[src/sju8_pkg.sv]
`timescale 1ns / 1ps
`default_nettype none

package sju8_pkg;

    // Table geometry
    localparam int TABLE_DEPTH = 16384;
    localparam int TBL_AW      = $clog2(TABLE_DEPTH);

    // Queue between front and back
    localparam int QUEUE_DEPTH = 4;
    localparam int QPW         = $clog2(QUEUE_DEPTH);

    // Command codes
    localparam logic CMD_LOAD = 1'b0;
    localparam logic CMD_BYTE = 1'b1;

    // Register map
    localparam int          CFG_AW           = 3;
    localparam logic        REG_OUT_CAPACITY = 1'b0;
    localparam logic [15:0] CAPACITY_RESET   = 16'd256;

    // Lead byte high nibbles and their index bases
    localparam logic [3:0]  LEAD_HI_8 = 4'h8;
    localparam logic [3:0]  LEAD_HI_9 = 4'h9;
    localparam logic [3:0]  LEAD_HI_E = 4'he;
    localparam logic [13:0] BASE_8    = 14'h0100;
    localparam logic [13:0] BASE_9    = 14'h1100;
    localparam logic [13:0] BASE_E    = 14'h2100;

    typedef struct packed {
        logic        command;
        logic [13:0] table_index;
        logic [15:0] table_value;
        logic [7:0]  source_byte;
        logic        last_byte;
    } t_in_item;

    typedef struct packed {
        logic [7:0]  out_byte;
        logic        end_report;
        logic        nul_written;
        logic [15:0] byte_count;
        logic        last;
    } t_out_item;

    // One classified source byte on its way to the back end
    typedef struct packed {
        logic        is_char;
        logic        is_nul;
        logic        last_byte;
        logic [15:0] code_point;
    } t_q_entry;

    // Queue status seen by front and back
    typedef struct packed {
        logic full;
        logic empty;
    } t_q_status;

    typedef struct packed {
        logic [7:0] b0;
        logic [7:0] b1;
        logic [7:0] b2;
        logic [1:0] len;
    } t_utf8;

    typedef enum logic {
        B_IDLE,
        B_EMIT
    } t_back_state;

    // 16-bit code point to one, two or three UTF-8 bytes
    function automatic t_utf8 utf8_encode(input logic [15:0] v);
        t_utf8 r;
        r = '0;
        if (v < 16'h0080) begin
            r.b0  = v[7:0];
            r.len = 2'd1;
        end else if (v < 16'h0800) begin
            r.b0  = 8'hc0 | {3'b000, v[10:6]};
            r.b1  = 8'h80 | {2'b00, v[5:0]};
            r.len = 2'd2;
        end else begin
            r.b0  = 8'he0 | {4'h0, v[15:12]};
            r.b1  = 8'h80 | {2'b00, v[11:6]};
            r.b2  = 8'h80 | {2'b00, v[5:0]};
            r.len = 2'd3;
        end
        return r;
    endfunction

endpackage

`default_nettype wire

[src/sju8_queue.sv]
`timescale 1ns / 1ps
`default_nettype none

module sju8_queue
    import sju8_pkg::*;
(
    input  wire logic     i_clk,
    input  wire logic     i_rst_n,
    input  wire logic     i_push,
    input  wire t_q_entry i_push_entry,
    input  wire logic     i_pop,
    output t_q_entry      o_head,
    output t_q_status     o_status
);

    t_q_entry         r_mem [QUEUE_DEPTH];
    logic [QPW-1:0]   r_wp;
    logic [QPW-1:0]   r_rp;
    logic [QPW:0]     r_cnt;
    logic             do_push;
    logic             do_pop;

    assign o_status.full  = (r_cnt == (QPW+1)'(QUEUE_DEPTH));
    assign o_status.empty = (r_cnt == '0);
    assign do_push        = i_push && !o_status.full;
    assign do_pop         = i_pop && !o_status.empty;
    assign o_head         = r_mem[r_rp];

    // Entry storage
    always_ff @(posedge i_clk) begin
        if (do_push) begin
            r_mem[r_wp] <= i_push_entry;
        end
    end

    // Pointers and fill level
    always_ff @(posedge i_clk) begin
        if (!i_rst_n) begin
            r_wp  <= '0;
            r_rp  <= '0;
            r_cnt <= '0;
        end else begin
            if (do_push) begin
                r_wp <= (r_wp == QPW'(QUEUE_DEPTH - 1)) ? '0 : r_wp + 1'b1;
            end
            if (do_pop) begin
                r_rp <= (r_rp == QPW'(QUEUE_DEPTH - 1)) ? '0 : r_rp + 1'b1;
            end
            if (do_push && !do_pop) begin
                r_cnt <= r_cnt + 1'b1;
            end else if (do_pop && !do_push) begin
                r_cnt <= r_cnt - 1'b1;
            end
        end
    end

endmodule

`default_nettype wire

[config.mk]
export PLATFORM = sky130hd
export DESIGN_NAME = sju8_queue
export DESIGN_NICKNAME = d
export VERILOG_FILES = /design/src/sju8_pkg.sv /design/src/sju8_queue.sv
export SDC_FILE = /design/constraint.sdc
export NUM_CORES = 1
export LEC_CHECK = 0
export BUFFER_PORTS_ARGS = -buffer_cell sky130_fd_sc_hd__buf_2
export CORE_ASPECT_RATIO = 1.25
export CORE_MARGIN = 4
export CORE_UTILIZATION = 50
export DETAILED_ROUTE_END_ITERATION = 10
export PLACE_DENSITY = 0.69
export RECOVER_POWER = 100
export SYNTH_ARGS = -nofsm -noshare
export SYNTH_HDL_FRONTEND = slang
export SYNTH_SLANG_ARGS = --single-unit
export TNS_END_PERCENT = 50
[constraint.sdc]
create_clock -name i_clk -period 5.6 [get_ports i_clk]
set_input_delay 1.12 -clock i_clk [delete_from_list [all_inputs] [get_ports i_clk]]
set_output_delay 1.12 -clock i_clk [all_outputs]
set_load 0.005 [all_outputs]
**Yosys cells after proc, flatten, opt, wreduce, memory -nomap -nowiden**

Memory sizes are Yosys's and may differ from the RTL's. A register that Yosys moved wholly into a read port is not among the register bits.
Cells that the tools add are included.
W data, S select, Z words.

- Add/sub/neg operators: 4
- Equal/unequal tests: 3
- Multiplexer cells: 8
- Reductions and logical operators: 10

Operators with widths:

| kind | number |
|---|---|
| $mux W2 | 4 |
| $mux W3 | 2 |
| $add A2 B1 Y2 const B | 2 |
| $eq A2 B2 Y1 const B | 2 |
| $logic_and A1 B1 Y1 | 4 |
| $logic_not A1 Y1 | 4 |
| $add A3 B1 Y3 const B | 1 |
| $eq A3 B3 Y1 const B | 1 |
| $logic_not A3 Y1 | 1 |
| $sub A3 B1 Y3 const B | 1 |
| $mux W1 | 2 |
| $reduce_bool A2 Y1 | 1 |

- Register bits: 7
- Memory bits (writable): 76
- Input bits: 23
- Output and inout port bits: 21
- Word-level logic and storage cells: 29
- Memories: 1

Memory list:

| name | depth | width | rd ports | clocked after Yosys merged registers in | wr ports | RTL line | source |
|---|---|---|---|---|---|---|---|
| r_mem | 4 | 19 | 1 | 1 | 1 | sju8_queue.sv:16 | `t_q_entry r_mem [QUEUE_DEPTH];` |

**Longest topological paths before layout**

- Word-level depth: 7
- Mapped depth: 9

**Least setup slack after synthesis**

OpenSTA, ideal clock, no wires.

- Path kind: input to register
- Start point: input port i_push
- End point: register r_cnt[2]
- Setup time: 0.076 ns
- Arrival: 2.544 ns
- Data required time: 5.524 ns
- Setup slack: 2.981 ns
- Stages: 8
- Path buffers: 1
- Cells stage by stage: nor2b_1 buf_2 ha_1 inv_1 fa_1 xor2_1 or3_1 a21boi_0

- Word-level cells in the longest chain between the ends: 4

Ends and longest elaborated chain:

| element | RTL line | source |
|---|---|---|
| start: declaration | sju8_queue.sv:9 | `input wire logic i_push,` |
| $logic_and A1 B1 Y1 (*) | sju8_queue.sv:25 | `assign do_push = i_push && !o_status.full;` |
| net do_push | sju8_queue.sv:20 | `logic do_push;` |
| $logic_not A1 Y1 | sju8_queue.sv:51 | `end else if (do_pop && !do_push) begin` |
| $logic_and A1 B1 Y1 | sju8_queue.sv:51 |  |
| $reduce_bool A2 Y1 (no source line) | -- |  |
| end signal: assignment | sju8_queue.sv:50 | `r_cnt <= r_cnt + 1'b1;` |
| end signal: assignment | sju8_queue.sv:52 | `r_cnt <= r_cnt - 1'b1;` |
| end: declaration | sju8_queue.sv:19 | `logic [QPW:0] r_cnt;` |

Mark *: on every way through the listed nets, which the timed path passes. The rest lies on a longest branch.
A chain may end at the register's enable or synchronous reset.

==> impl_summary.txt <==
----------------------------------------------------
[Pwr]
  Internal Dissipation ... 0.001199 W
  Power per cell area ... 427.9 nW/um2
  Clk pwr share ... 0.280
  Net Sw Frac ... 0.2455
  Maximum vdd drop ... 0.0002748 V
  Part of the total power dissipated in sequential elements ... 0.513
  Logic gate share of total power ... 0.208
  Total power consumption of the routed design ... 0.001590 W
  Net Sw Power ... 0.0003903 W
  Leak Pwr ... 1.246 nW

[Synthesis]
  Post-synthesis sequential area ratio ... 0.7540
  Cell type with the largest total area after synthesis ... sky130_fd_sc_hd__edfxtp_1
  Number of synthesis warnings ... 0
  Number of instances in the synthesized netlist ... 150
  Post-synthesis cell type count ... 25
  Combined area of all synthesized cells ... 3266 um2
  Number of flops mapped to enable cells by yosys ... 76
  Most frequently used cell type in the post-synthesis netlist ... sky130_fd_sc_hd__edfxtp_1
  Area contributors post-synth ... sky130_fd_sc_hd__edfxtp_1 70%, sky130_fd_sc_hd__mux4_1 7.2%, sky130_fd_sc_hd__mux4_2 6.9%
  Main flop type after synthesis ... sky130_fd_sc_hd__edfxtp_1
  Leading cell types by count after synthesis ... 76 x sky130_fd_sc_hd__edfxtp_1, 10 x sky130_fd_sc_hd__mux4_2, 9 x sky130_fd_sc_hd__dfxtp_1, 9 x sky130_fd_sc_hd__mux4_1
  Avg Synthesized Cell Area ... 21.77 um2
  Asr flop ratio synth ... 0
  Number of nets in the synthesized netlist ... 180
  Flops & latches, synth ... 85
  Area fraction of the dominant cell type after synthesis ... 0.6989

[Die]
  Initial cell density of the core ... 0.5228
  Height of the die ... 98.36 um
  Number of cell rows ... 32
  Chip Width ... 80.29 um
  Die area ... 7896 um2
  Top-level I/O count ... 44
  Core region area ... 6246 um2

[Finish]
  Number of nets in the layout ... 229
  Syn-to-layout area delta ... 13.75%
  Number of fillers in the final layout ... 491
  Number of antenna cells inserted ... 0
  Fraction of final layout cells with drive strength greater than 1 ... 0.2108
  Post-route cell area ... 3715 um2

[Placed design]
  Routability congestion estimate ... 0.6314
  HPWL after detailed placement ... 3230 um
  Post-place instance area ... 3545 um2
  Port Buf Inserts ... 43
  Worst slack after detailed placement ... 2.574 ns

[Drt]
  Remaining antenna violation count ... 0
  Overall via count from detail_route ... 1490
  Residual DRC ... 0
  Iter 0 DRT Violations ... 72
  Wire length reported by the detailed router ... 4898 um
  Post-detailed-route via-to-cell ratio ... 5.156
  Drt first pass iters ... 4
  DR WL/cell ... 16.95 um

[Clock network]
  Count of H-tree levels built during CTS ... 3
  Clock latency on the worst-skew pair ... 0.35 ns
  Resize count post-CTS ... 0
  Hold-fix buffers, CTS ... 0
  Setup bufs post-CTS ... 0
  Maximum root-to-sink buffer count ... 2
  Number of CTS-inserted buffers ... 9
  Clock tree from TritonCTS ... yes
  Number of sinks handled by clock tree synthesis ... 85
  Clock transition at path regs ... 0.07 ns
  Clock tree root buffer cell ... sky130_fd_sc_hd__clkbuf_8

[Critical path]
  Worst setup path category ... register to output port
  Category of the worst setup path launch point ... register
  Maximum fanout along the worst path ... 19
  Required time of the critical path ... 4.48 ns
  Critical path arrival ... 1.78 ns
  Capturing element type of the critical path ... output port

[STA]
  Tightest Pin Transition ... 1.415 ns
  Fmax ... 345.2 MHz
  Final Skew ... 0.007698 ns
  Final setup fails ... 0
  Relative slew slack ... 0.05633
  Setup repair after global routing missed its margin ... false
  Final period util ... 0.5173
  PnR worst setup slack ... 2.703 ns
  Setup_tns ... 0 ns
  Crit path time final ... 2.897 ns
  Final hold violation count ... 0
  Max-slew violations ... 0

[Global route]
  Via count of the first global-routing pass ... 1642
  Wire length of the first global-routing pass ... 8100 um
  Largest net degree at the start of global routing ... 20
  GRT overflow ... 0
  Number of antenna violations at the first check in global routing ... 0
  GR Util All Layers ... 0.1412

[Job]
  Reported max-cap violation count ... 0

[Min path]
  Worst Hold Class ... register to register

[Run status]
  Status ... complete, no violations

----------------------------------------------------
==> worst paths after layout <==
| check | startpoint | endpoint | slack, ns | depth (start not counted) |
|---|---|---|---|---|
| worst min-delay path | r_wp[1] | r_wp[1] | 0.52 | 2 |
| worst max register to register | r_cnt[0] | r_mem[1][17] | 3.13 | 3 |
| worst min register to register | r_wp[1] | r_wp[1] | 0.52 | 2 |
| worst max-delay path | register | o_head[13] | 2.70 | 2 |
==> per-layer routing <==
metal	vias to the layer above	share of wire	GRT usage
li1	704	-	-
met1	741	0.40	0.1624
met2	35	0.53	0.2347
met3	10	0.049	0.03690
met4	0	0.027	0.08192
met5	-	0	0
==> state kept, by name, indices dropped and copies added, names as in the netlist, named ones only <==
register,count
r_mem,76
r_cnt,3
r_rp,2
r_wp,2
==> placed cells by master (no fill, tap or decap) <==
master and count:
sky130_fd_sc_hd__edfxtp_1 76, sky130_fd_sc_hd__clkbuf_1 27, sky130_fd_sc_hd__buf_2 18, sky130_fd_sc_hd__mux4_2 10
sky130_fd_sc_hd__mux4_1 9, sky130_fd_sc_hd__dfxtp_1 9, sky130_fd_sc_hd__clkbuf_8 9, sky130_fd_sc_hd__nand2_1 6
sky130_fd_sc_hd__ha_1 6, sky130_fd_sc_hd__and2_0 5, sky130_fd_sc_hd__inv_1 3, sky130_fd_sc_hd__mux2i_1 3
sky130_fd_sc_hd__o21ai_0 3, sky130_fd_sc_hd__clkinv_2 3, sky130_fd_sc_hd__nor2b_1 2, sky130_fd_sc_hd__nor2_1 2
sky130_fd_sc_hd__nand3_1 2, sky130_fd_sc_hd__bufinv_16 2, sky130_fd_sc_hd__nor3b_1 1, sky130_fd_sc_hd__nor3_1 1
sky130_fd_sc_hd__o31ai_1 1, sky130_fd_sc_hd__xnor2_1 1, sky130_fd_sc_hd__xor2_1 1, sky130_fd_sc_hd__or3_1 1
sky130_fd_sc_hd__a21boi_0 1, sky130_fd_sc_hd__fa_1 1, sky130_fd_sc_hd__buf_4 1
==> metrics by stage <==
| step | utilization | instances | hold slack, ns |
|---|---|---|---|
| after floorplan | - | 150 | 0.4677 |
| after global placement | 0.5675 | 273 | 0.4828 |
| final | 0.5948 | 289 | 0.5228 |
| after detailed placement | 0.5675 | 273 | 0.5178 |
| after global routing | 0.5948 | 289 | 0.5787 |
| after CTS | 0.6006 | 289 | 0.5310 |
==> power by group through the flow <==
stage | Clock (W) | Sequential, W | Combinational, W
6_report | 0.000444 | 0.000815 | 0.000330
5_1_grt | 0.000488 | 0.000824 | 0.000367
4_1_cts | 0.000455 | 0.000817 | 0.000349
3_5_place_dp | 0 | 0.000831 | 0.000347
3_3_place_gp | 0 | 0.000824 | 0.000338
2_1_floorplan | 0 | 0.000811 | 0.000249
==> cell families (layout without fill, tap and decap cells) <==
logic type / count (synthesis) / count (layout) / share of synthesized area
XOR/XNOR: 2 / 2 / 0.005365
AO/OA/AOI/OAI: 5 / 5 / 0.009196
flip-flops: 85 / 85 / 0.7540
multiplexers: 22 / 22 / 0.1506
AND/OR/NAND/NOR: 20 / 20 / 0.03295
adder cells (fa/ha/maj): 7 / 7 / 0.02912
buffers and inverters: 9 / 63 / 0.01877
==> critical path, stage by stage, from the launching register on <==
cell and delay (ns):
sky130_fd_sc_hd__dfxtp_1 0.87, sky130_fd_sc_hd__mux4_1 0.42, sky130_fd_sc_hd__buf_2 0.15
==> layout make-up <==
cell class,count,area [um2],area share
Inverter,3,11.26,0.003031
Sequential cell,85,2462,0.6628
Tap cell,85,106.4,0.02863
Clock inverter,5,75.07,0.02021
Multi-Input combinational cell,56,737.0,0.1984
Timing Repair Buffer,44,191.4,0.05153
Clock buffer,11,131.4,0.03537
(Power assumes the default switching activity.)
