`src/sju8_pkg.sv`:
```
`timescale 1ns / 1ps
`default_nettype none

package sju8_pkg;

    // Table geometry
    localparam int TABLE_DEPTH = 16384;
    localparam int TBL_AW      = $clog2(TABLE_DEPTH);

    // Queue between front and back
    localparam int QUEUE_DEPTH = 4;
    localparam int QPW         = $clog2(QUEUE_DEPTH);

    // Command codes
    localparam logic CMD_LOAD = 1'b0;
    localparam logic CMD_BYTE = 1'b1;

    // Register map
    localparam int          CFG_AW           = 3;
    localparam logic        REG_OUT_CAPACITY = 1'b0;
    localparam logic [15:0] CAPACITY_RESET   = 16'd256;

    // Lead byte high nibbles and their index bases
    localparam logic [3:0]  LEAD_HI_8 = 4'h8;
    localparam logic [3:0]  LEAD_HI_9 = 4'h9;
    localparam logic [3:0]  LEAD_HI_E = 4'he;
    localparam logic [13:0] BASE_8    = 14'h0100;
    localparam logic [13:0] BASE_9    = 14'h1100;
    localparam logic [13:0] BASE_E    = 14'h2100;

    typedef struct packed {
        logic        command;
        logic [13:0] table_index;
        logic [15:0] table_value;
        logic [7:0]  source_byte;
        logic        last_byte;
    } t_in_item;

    typedef struct packed {
        logic [7:0]  out_byte;
        logic        end_report;
        logic        nul_written;
        logic [15:0] byte_count;
        logic        last;
    } t_out_item;

    // One classified source byte on its way to the back end
    typedef struct packed {
        logic        is_char;
        logic        is_nul;
        logic        last_byte;
        logic [15:0] code_point;
    } t_q_entry;

    // Queue status seen by front and back
    typedef struct packed {
        logic full;
        logic empty;
    } t_q_status;

    typedef struct packed {
        logic [7:0] b0;
        logic [7:0] b1;
        logic [7:0] b2;
        logic [1:0] len;
    } t_utf8;

    typedef enum logic {
        B_IDLE,
        B_EMIT
    } t_back_state;

    // 16-bit code point to one, two or three UTF-8 bytes
    function automatic t_utf8 utf8_encode(input logic [15:0] v);
        t_utf8 r;
        r = '0;
        if (v < 16'h0080) begin
            r.b0  = v[7:0];
            r.len = 2'd1;
        end else if (v < 16'h0800) begin
            r.b0  = 8'hc0 | {3'b000, v[10:6]};
            r.b1  = 8'h80 | {2'b00, v[5:0]};
            r.len = 2'd2;
        end else begin
            r.b0  = 8'he0 | {4'h0, v[15:12]};
            r.b1  = 8'h80 | {2'b00, v[11:6]};
            r.b2  = 8'h80 | {2'b00, v[5:0]};
            r.len = 2'd3;
        end
        return r;
    endfunction

endpackage

`default_nettype wire

```
`src/sju8_back.sv`:
```
`timescale 1ns / 1ps
`default_nettype none

module sju8_back
    import sju8_pkg::*;
(
    input  wire logic        i_clk,
    input  wire logic        i_rst_n,
    input  wire t_q_entry    i_head,
    input  wire t_q_status   i_q_status,
    output logic             o_pop,
    input  wire logic [15:0] i_capacity,
    output logic             o_out_valid,
    input  wire logic        i_out_ready,
    output t_out_item        o_out_data
);

    t_back_state r_state;
    t_back_state n_state;

    logic [15:0] r_wc;
    logic        r_stopped;
    logic [7:0]  r_b0;
    logic [7:0]  r_b1;
    logic [7:0]  r_b2;
    logic [1:0]  r_nb;
    logic [1:0]  r_k;
    logic        r_end;
    logic        r_lastb;
    logic        r_o_valid;
    t_out_item   r_o_data;

    t_utf8       enc;
    logic        fits;
    logic        plan_end;
    logic        o_free;
    logic        emit;
    logic        is_data;
    logic        final_res;
    logic        cap_nz;
    logic [7:0]  cur_byte;
    t_out_item   res;

    // Plan for the head entry against the running count and capacity
    assign enc      = utf8_encode(i_head.code_point);
    assign fits     = i_head.is_char &&
                      (({1'b0, r_wc} + 17'(enc.len)) < {1'b0, i_capacity});
    assign plan_end = (i_head.is_char && !fits) || i_head.is_nul || i_head.last_byte;

    assign o_free  = !r_o_valid || i_out_ready;
    assign cap_nz  = (i_capacity != '0);
    assign is_data = (r_k < r_nb);

    // Next state
    always_comb begin
        n_state = r_state;
        unique case (r_state)
            B_IDLE: begin
                if (!i_q_status.empty && !r_stopped) begin
                    n_state = B_EMIT;
                end
            end
            B_EMIT: begin
                if (o_free && final_res) begin
                    n_state = B_IDLE;
                end
            end
            default: n_state = B_IDLE;
        endcase
    end

    // Outputs of the sequencer
    always_comb begin
        o_pop = 1'b0;
        emit  = 1'b0;
        unique case (r_state)
            B_IDLE:  o_pop = !i_q_status.empty;
            B_EMIT:  emit  = o_free;
            default: begin
                o_pop = 1'b0;
                emit  = 1'b0;
            end
        endcase
    end

    // Current result: data byte k, or the end report after them
    always_comb begin
        case (r_k)
            2'd0:    cur_byte = r_b0;
            2'd1:    cur_byte = r_b1;
            default: cur_byte = r_b2;
        endcase
        final_res       = is_data ? (!r_end && (r_k == (r_nb - 2'd1))) : 1'b1;
        res.out_byte    = is_data ? cur_byte : 8'h00;
        res.end_report  = !is_data;
        res.nul_written = !is_data && cap_nz;
        res.byte_count  = is_data ? (r_wc + 16'd1) : (cap_nz ? r_wc : 16'd0);
        res.last        = final_res;
    end

    // Control state
    always_ff @(posedge i_clk) begin
        if (!i_rst_n) begin
            r_state   <= B_IDLE;
            r_wc      <= '0;
            r_stopped <= 1'b0;
            r_o_valid <= 1'b0;
        end else begin
            r_state <= n_state;
            if (o_pop && r_stopped && i_head.last_byte) begin
                r_stopped <= 1'b0;
                r_wc      <= '0;
            end
            if (emit) begin
                r_o_valid <= 1'b1;
                if (is_data) begin
                    r_wc <= r_wc + 16'd1;
                end else if (r_lastb) begin
                    r_wc      <= '0;
                    r_stopped <= 1'b0;
                end else begin
                    r_stopped <= 1'b1;
                end
            end else if (i_out_ready) begin
                r_o_valid <= 1'b0;
            end
        end
    end

    // Plan registers and output payload
    always_ff @(posedge i_clk) begin
        if (o_pop && !r_stopped) begin
            r_b0    <= enc.b0;
            r_b1    <= enc.b1;
            r_b2    <= enc.b2;
            r_nb    <= fits ? enc.len : 2'd0;
            r_end   <= plan_end;
            r_lastb <= i_head.last_byte;
            r_k     <= '0;
        end else if (emit && is_data) begin
            r_k <= r_k + 2'd1;
        end
        if (emit) begin
            r_o_data <= res;
        end
    end

    assign o_out_valid = r_o_valid;
    assign o_out_data  = r_o_data;

endmodule

`default_nettype wire

```
`config.mk`:
```
export PLATFORM = sky130hd
export DESIGN_NAME = sju8_back
export DESIGN_NICKNAME = d
export VERILOG_FILES = /design/src/sju8_pkg.sv /design/src/sju8_back.sv
export SDC_FILE = /design/constraint.sdc
export NUM_CORES = 1
export LEC_CHECK = 0
export ABC_AREA = 1
export BUFFER_PORTS_ARGS = -buffer_cell sky130_fd_sc_hd__buf_2
export CAP_MARGIN = 20
export CORE_AREA = 2 2 87 89
export DETAILED_ROUTE_END_ITERATION = 8
export DIE_AREA = 0 0 89 91
export PLACE_DENSITY = 0.84
export SKIP_CTS_REPAIR_TIMING = 1
export SYNTH_ARGS = -nofsm -noshare
export SYNTH_HDL_FRONTEND = slang
export SYNTH_SLANG_ARGS = --single-unit
```
`constraint.sdc`:
```
create_clock -name i_clk -period 8.36 [get_ports i_clk]
set_input_delay 1.254 -clock i_clk [delete_from_list [all_inputs] [get_ports i_clk]]
set_output_delay 1.254 -clock i_clk [all_outputs]
set_load 0.005 [all_outputs]
```
; ---- Word level (Yosys, flattened, before mapping)
; Cells that the tools add are included.
[totals]
ff_bits = 76
output_inout_bits = 29
in_bits = 40
[classes]
magnitude_cmp = 4
eq_ne = 2
n_addsub = 4
mux = 24
n_reduce_logical = 23
bitwise_logic = 1
[op_table]
columns = cell, count
row1 = 16-bit two-way mux, 6
row2 = 16-bit by 2-bit adder with 17-bit output, 1
row3 = 17-bit by 16-bit < comparator with 1-bit output, 1
row4 = "16-bit by 1-bit adder with 16-bit output, second input constant", 1
row5 = "16-bit by 12-bit < comparator with 1-bit output, second input constant", 1
row6 = "16-bit by 8-bit < comparator with 1-bit output, second input constant", 1
row7 = 8-bit two-way mux, 2
row8 = 8-bit one-hot mux with 2 select lines, 1
row9 = 16-bit nonzero test, 1
row10 = 14-bit two-way mux, 1
row11 = 1-bit two-way mux, 12
row12 = 1-bit logical AND, 10
row13 = 1-bit logical NOT, 6
row14 = 1-bit logical OR, 3
row15 = "2-bit by 1-bit adder with 2-bit output, second input constant", 1
row16 = "2-bit by 1-bit == test with 1-bit output, second input constant", 1
row17 = 2-bit == test, 1
row18 = 2-bit logical NOT, 1
row19 = 2-bit < comparator, 1
row20 = 2-bit two-way mux, 1
row21 = 1-bit one-hot mux with 2 select lines, 1
row22 = 2-bit nonzero test, 1
row23 = 2-bit OR reduction, 1
row24 = "2-bit by 1-bit subtractor with 2-bit output, second input constant", 1
row25 = 1-bit NOT, 1

; ---- Depth between registers and ports, before layout
[depth]
word_depth = 10
depth_mapped = 22
mapped_depth_nobuf = 22

; ---- Least setup slack after synthesis
; Ideal clock, no wire load.
[synth_path]
kind = input to register
startpoint = input port i_head[15] (netlist name)
endpoint = register r_end (data pin)
stages = 20
slack_ps = 4237
t_arrival_ps = 3870
n_path_buf = 0
path_cell_list = inv_1 -> nand4_1 -> clkinv_1 -> nand2_1 -> ha_1 -> inv_1 -> fa_1 -> nor2_4 -> nand2_4 -> nor3_1 -> xor2_1 -> ha_1 -> nand2_1 -> inv_1 -> o21bai_1 -> a21boi_0 -> nor2_1 -> nand2_1 -> nand2_1 -> nand2_1
[synth_rtl]
columns = item, line_no
row1 = from (decl), sju8_back.sv:9  ; input wire t_q_entry i_head,
row2 = to (signal assigned), sju8_back.sv:137  ; r_end <= plan_end;
row3 = to (decl), sju8_back.sv:28  ; logic r_end;

==> impl_metrics.yaml <==
run_status:
  status: "complete, no violations"
die:
  die_h_um: 91
  rows: 31
  dieArea_um2: 8100
  start_util_pct: 60.0
  ios: 69
  coreArea_um2: 7140
  die_w_um: 89
logic_synthesis:
  yosysMostFrequentCell: "nand2_1"
  synth_top_cell_area_share_pct: 37.2
  yosys.area.top_type: "edfxtp_1"
  synth.distinct_cells: 36
  synthTopCellsByArea: "edfxtp_1 37%, nand2_1 11%, dfxtp_1 9.8%"
  ys_seq_area_share_pct: 47.0
  synth_area_per_cell_um2: 8.44
  ys_top_cells_by_count: "123 x nand2_1, 72 x inv_1, 53 x edfxtp_1"
  synth_edf_count: 53
  async_flop_share_pct: 0
  syn_area_um2: 4280
  yosysWarningCount: 0
  syn-num-nets: 570
  syn_inst: 507
  synth-seq-cells: 74
  synth_flop_cell: "edfxtp_1"
pwr:
  power.density_nw_per_um2: 215
  pwr-share-clk_pct: 27.6
  pwr-share-seq_pct: 45.2
  p_int_w: 0.000688
  power.share.switching_pct: 34.8
  p_comb_share_pct: 27.2
  power_w: 0.00106
  total_leakage_power_nw: 2.13
  p_sw_w: 0.000368
  vdd_ir_drop_max_mv: 0.160
setup_path:
  critical-path-top-delay-family: "simple AND/OR/NAND/NOR gates"
  path_cells: "buf_2 -> inv_1 -> nand4_1 -> clkinv_1 -> nand2_1 -> ha_1 -> inv_1 -> fa_1 -> nor2_4 -> nand2_4 -> nor3_1 -> xor2_1 -> ha_1 -> nand2_1 -> inv_1 -> o21bai_1 -> a21boi_0 -> nor2_1 -> nand2_1 -> nand2_1 -> nand2_1"
  critPathLaunchType: "primary input"
  cp_slowest_stage_delay_ns: 0.47
  crit_path_end_kind: "flop"
  crit_fanout: 12
  crit_arrival_ns: 5.14
  path_class: "in2reg"
  slowest_stage: "fa_1"
  crit_required_ns: 8.47
  crit_top_cell: "nand2_1"
  worst-path-buf-inv: 5
global_routing:
  grt_pass1_vias: 3678
  grt_pass1_wl_um: 16500
  overflow: 0
  grt_max_degree: 35
  antenna_found_initial: 0
  grtUsageTotal_pct: 26.3
sta:
  rsz0062_at_grt: "no"
  skew_ns: 0.0147
  hold_viol: 0
  min_period_ns: 5.02
  fin_crit_sh_pct: 60.1
  setup_viol: 0
  finalMaxSlewViolations: 0
  slew_headroom_pct: 49.6
  worst_pin_slew_ns: 0.754
  setup_tns_ns: 0
  whs_ns: 0.495
  fmax_mhz: 199
route:
  drt-initial-drc-count: 318
  drc: 0
  routed_wl_um: 9690
  first_pass_iters: 6
  vias: 3710
  vias_per_cell: 5.46
  routedWlPerCell_um: 14.3
  ant_nets: 0
clocking:
  cts.sinks: 74
  cts_buffers: 9
  cts_max_level: 3
  insertion_delay_ns: 0.36
  path_clk_slew_ns: 0.09
  cts_tree: "done"
  clk_root_buffer_cell: "clkbuf_8"
  cts_buffer_depth: 2
min_path:
  min_path_type: "reg2reg"
layout:
  area_growth_pct: 14.5
  fin_util_pct: 68.7
  antenna_cells: 0
  nNetsFinal: 639
  drive_gt1_share_pct: 20.5
placed_design:
  port_buffers: 67
  dpl.hpwl_um: 6800
  gp_congestion: 0.927
run:
  drv_cap: 0
## placed cells by master (no fill, tap or decap), types with 2 or more instances in the layout
cell type and n:
buf_2 67, dfxtp_1 21, a31oi_1 7, inv_1 72
nor2_4 7, clkbuf_8 9, ha_1 22, xor2_1 14
o22ai_1 5, clkinvlp_4 2, o221ai_1 2, buf_4 2
o21ai_0 22, a21oi_1 33, edfxtp_1 53, nand2_2 10
o21bai_1 4, nand3_1 25, clkinv_1 3, nor2_1 30
inv_6 3, nor2_2 7, nand4_1 11, nor3_1 5
inv_2 6, nand2_4 2, o21ai_1 3, nand2_1 123
## registers in the layout, indices dropped and copies added (netlist names)
name	flops
r_lastb	1
r_nb	2
r_b2	7
r_k	2
r_state	1
r_b0	8
r_end	1
r_wc	16
o_out_valid	1
r_stopped	1
r_b1	7
o_out_data	27
## cells by family after synthesis
logic type                 share of synthesized area, %
AOI/OAI and AO/OA                                  10.8
xor gates and xnor gates                           3.07
adders and majority gates                          6.90
buffers and inverters                              8.56
DFF                                                47.0
and+or+nand+nor                                    23.7
## worst reg2reg max path, stage by stage, from the launching register on
cell and delay (ns):
dfxtp_1 0.53, ha_1 0.25, inv_1 0.07, fa_1 0.47, nor2_4 0.18, nand2_4 0.09, nor3_1 0.22, xor2_1 0.23
ha_1 0.28, nand2_1 0.08, inv_1 0.04, o21bai_1 0.11, a21boi_0 0.10, nor2_1 0.25, nand2_1 0.11, nand2_1 0.08
nand2_1 0.06
## stage by stage
step / worst slack (ns) / instance area (um^2) / instances
2_1_floorplan: 4.24 / 4280 / 507
3_3_place_gp: 3.25 / 4690 / 664
3_5_place_dp: 3.09 / 4690 / 664
4_1_cts: 3.41 / 4900 / 680
5_1_grt: 3.03 / 4900 / 680
6_report: 3.34 / 4900 / 680
## power groups by stage
stage / clock network (W) / logic, W / registers, W
after floorplan: 0 / 0.000189 / 0.000487
after global placement: 0 / 0.000273 / 0.000483
after detailed placement: 0 / 0.000281 / 0.000485
after CTS: 0.000295 / 0.000286 / 0.000477
after global routing: 0.000311 / 0.000324 / 0.000482
final: 0.000291 / 0.000287 / 0.000477
## cell type report
| type | count | area (um^2) |
|---|---|---|
| timing repair buffer | 69 | 350 |
| clock inverter | 7 | 82.6 |
| sequential | 74 | 2010 |
| multi-input combinational | 341 | 1900 |
| inverter | 81 | 304 |
| fill | 580 | 2240 |
| tap | 99 | 124 |
| clock buffer | 9 | 124 |
## path summary, 6_finish.rpt
kind | from | endpoint | slack (ns) | depth (start not counted)
setup reg to reg | r_wc[0] | r_end | 4.97 | 16
hold / removal | r_state | r_state | 0.49 | 2
setup / recovery | i_head[15] | r_end | 3.34 | 21
hold reg to reg | r_state | r_state | 0.49 | 2
## per-layer routing
metal  part of all wire, %  vias to the layer above  GRT usage (%)
li1                      -                     1811              -
met1                    41                     1694           34.8
met2                    49                      181           42.2
met3                   8.3                       24           5.09
met4                   2.1                        0           10.6
met5                     0                        -              0
Note: power is estimated with default switching activity, not from simulation.
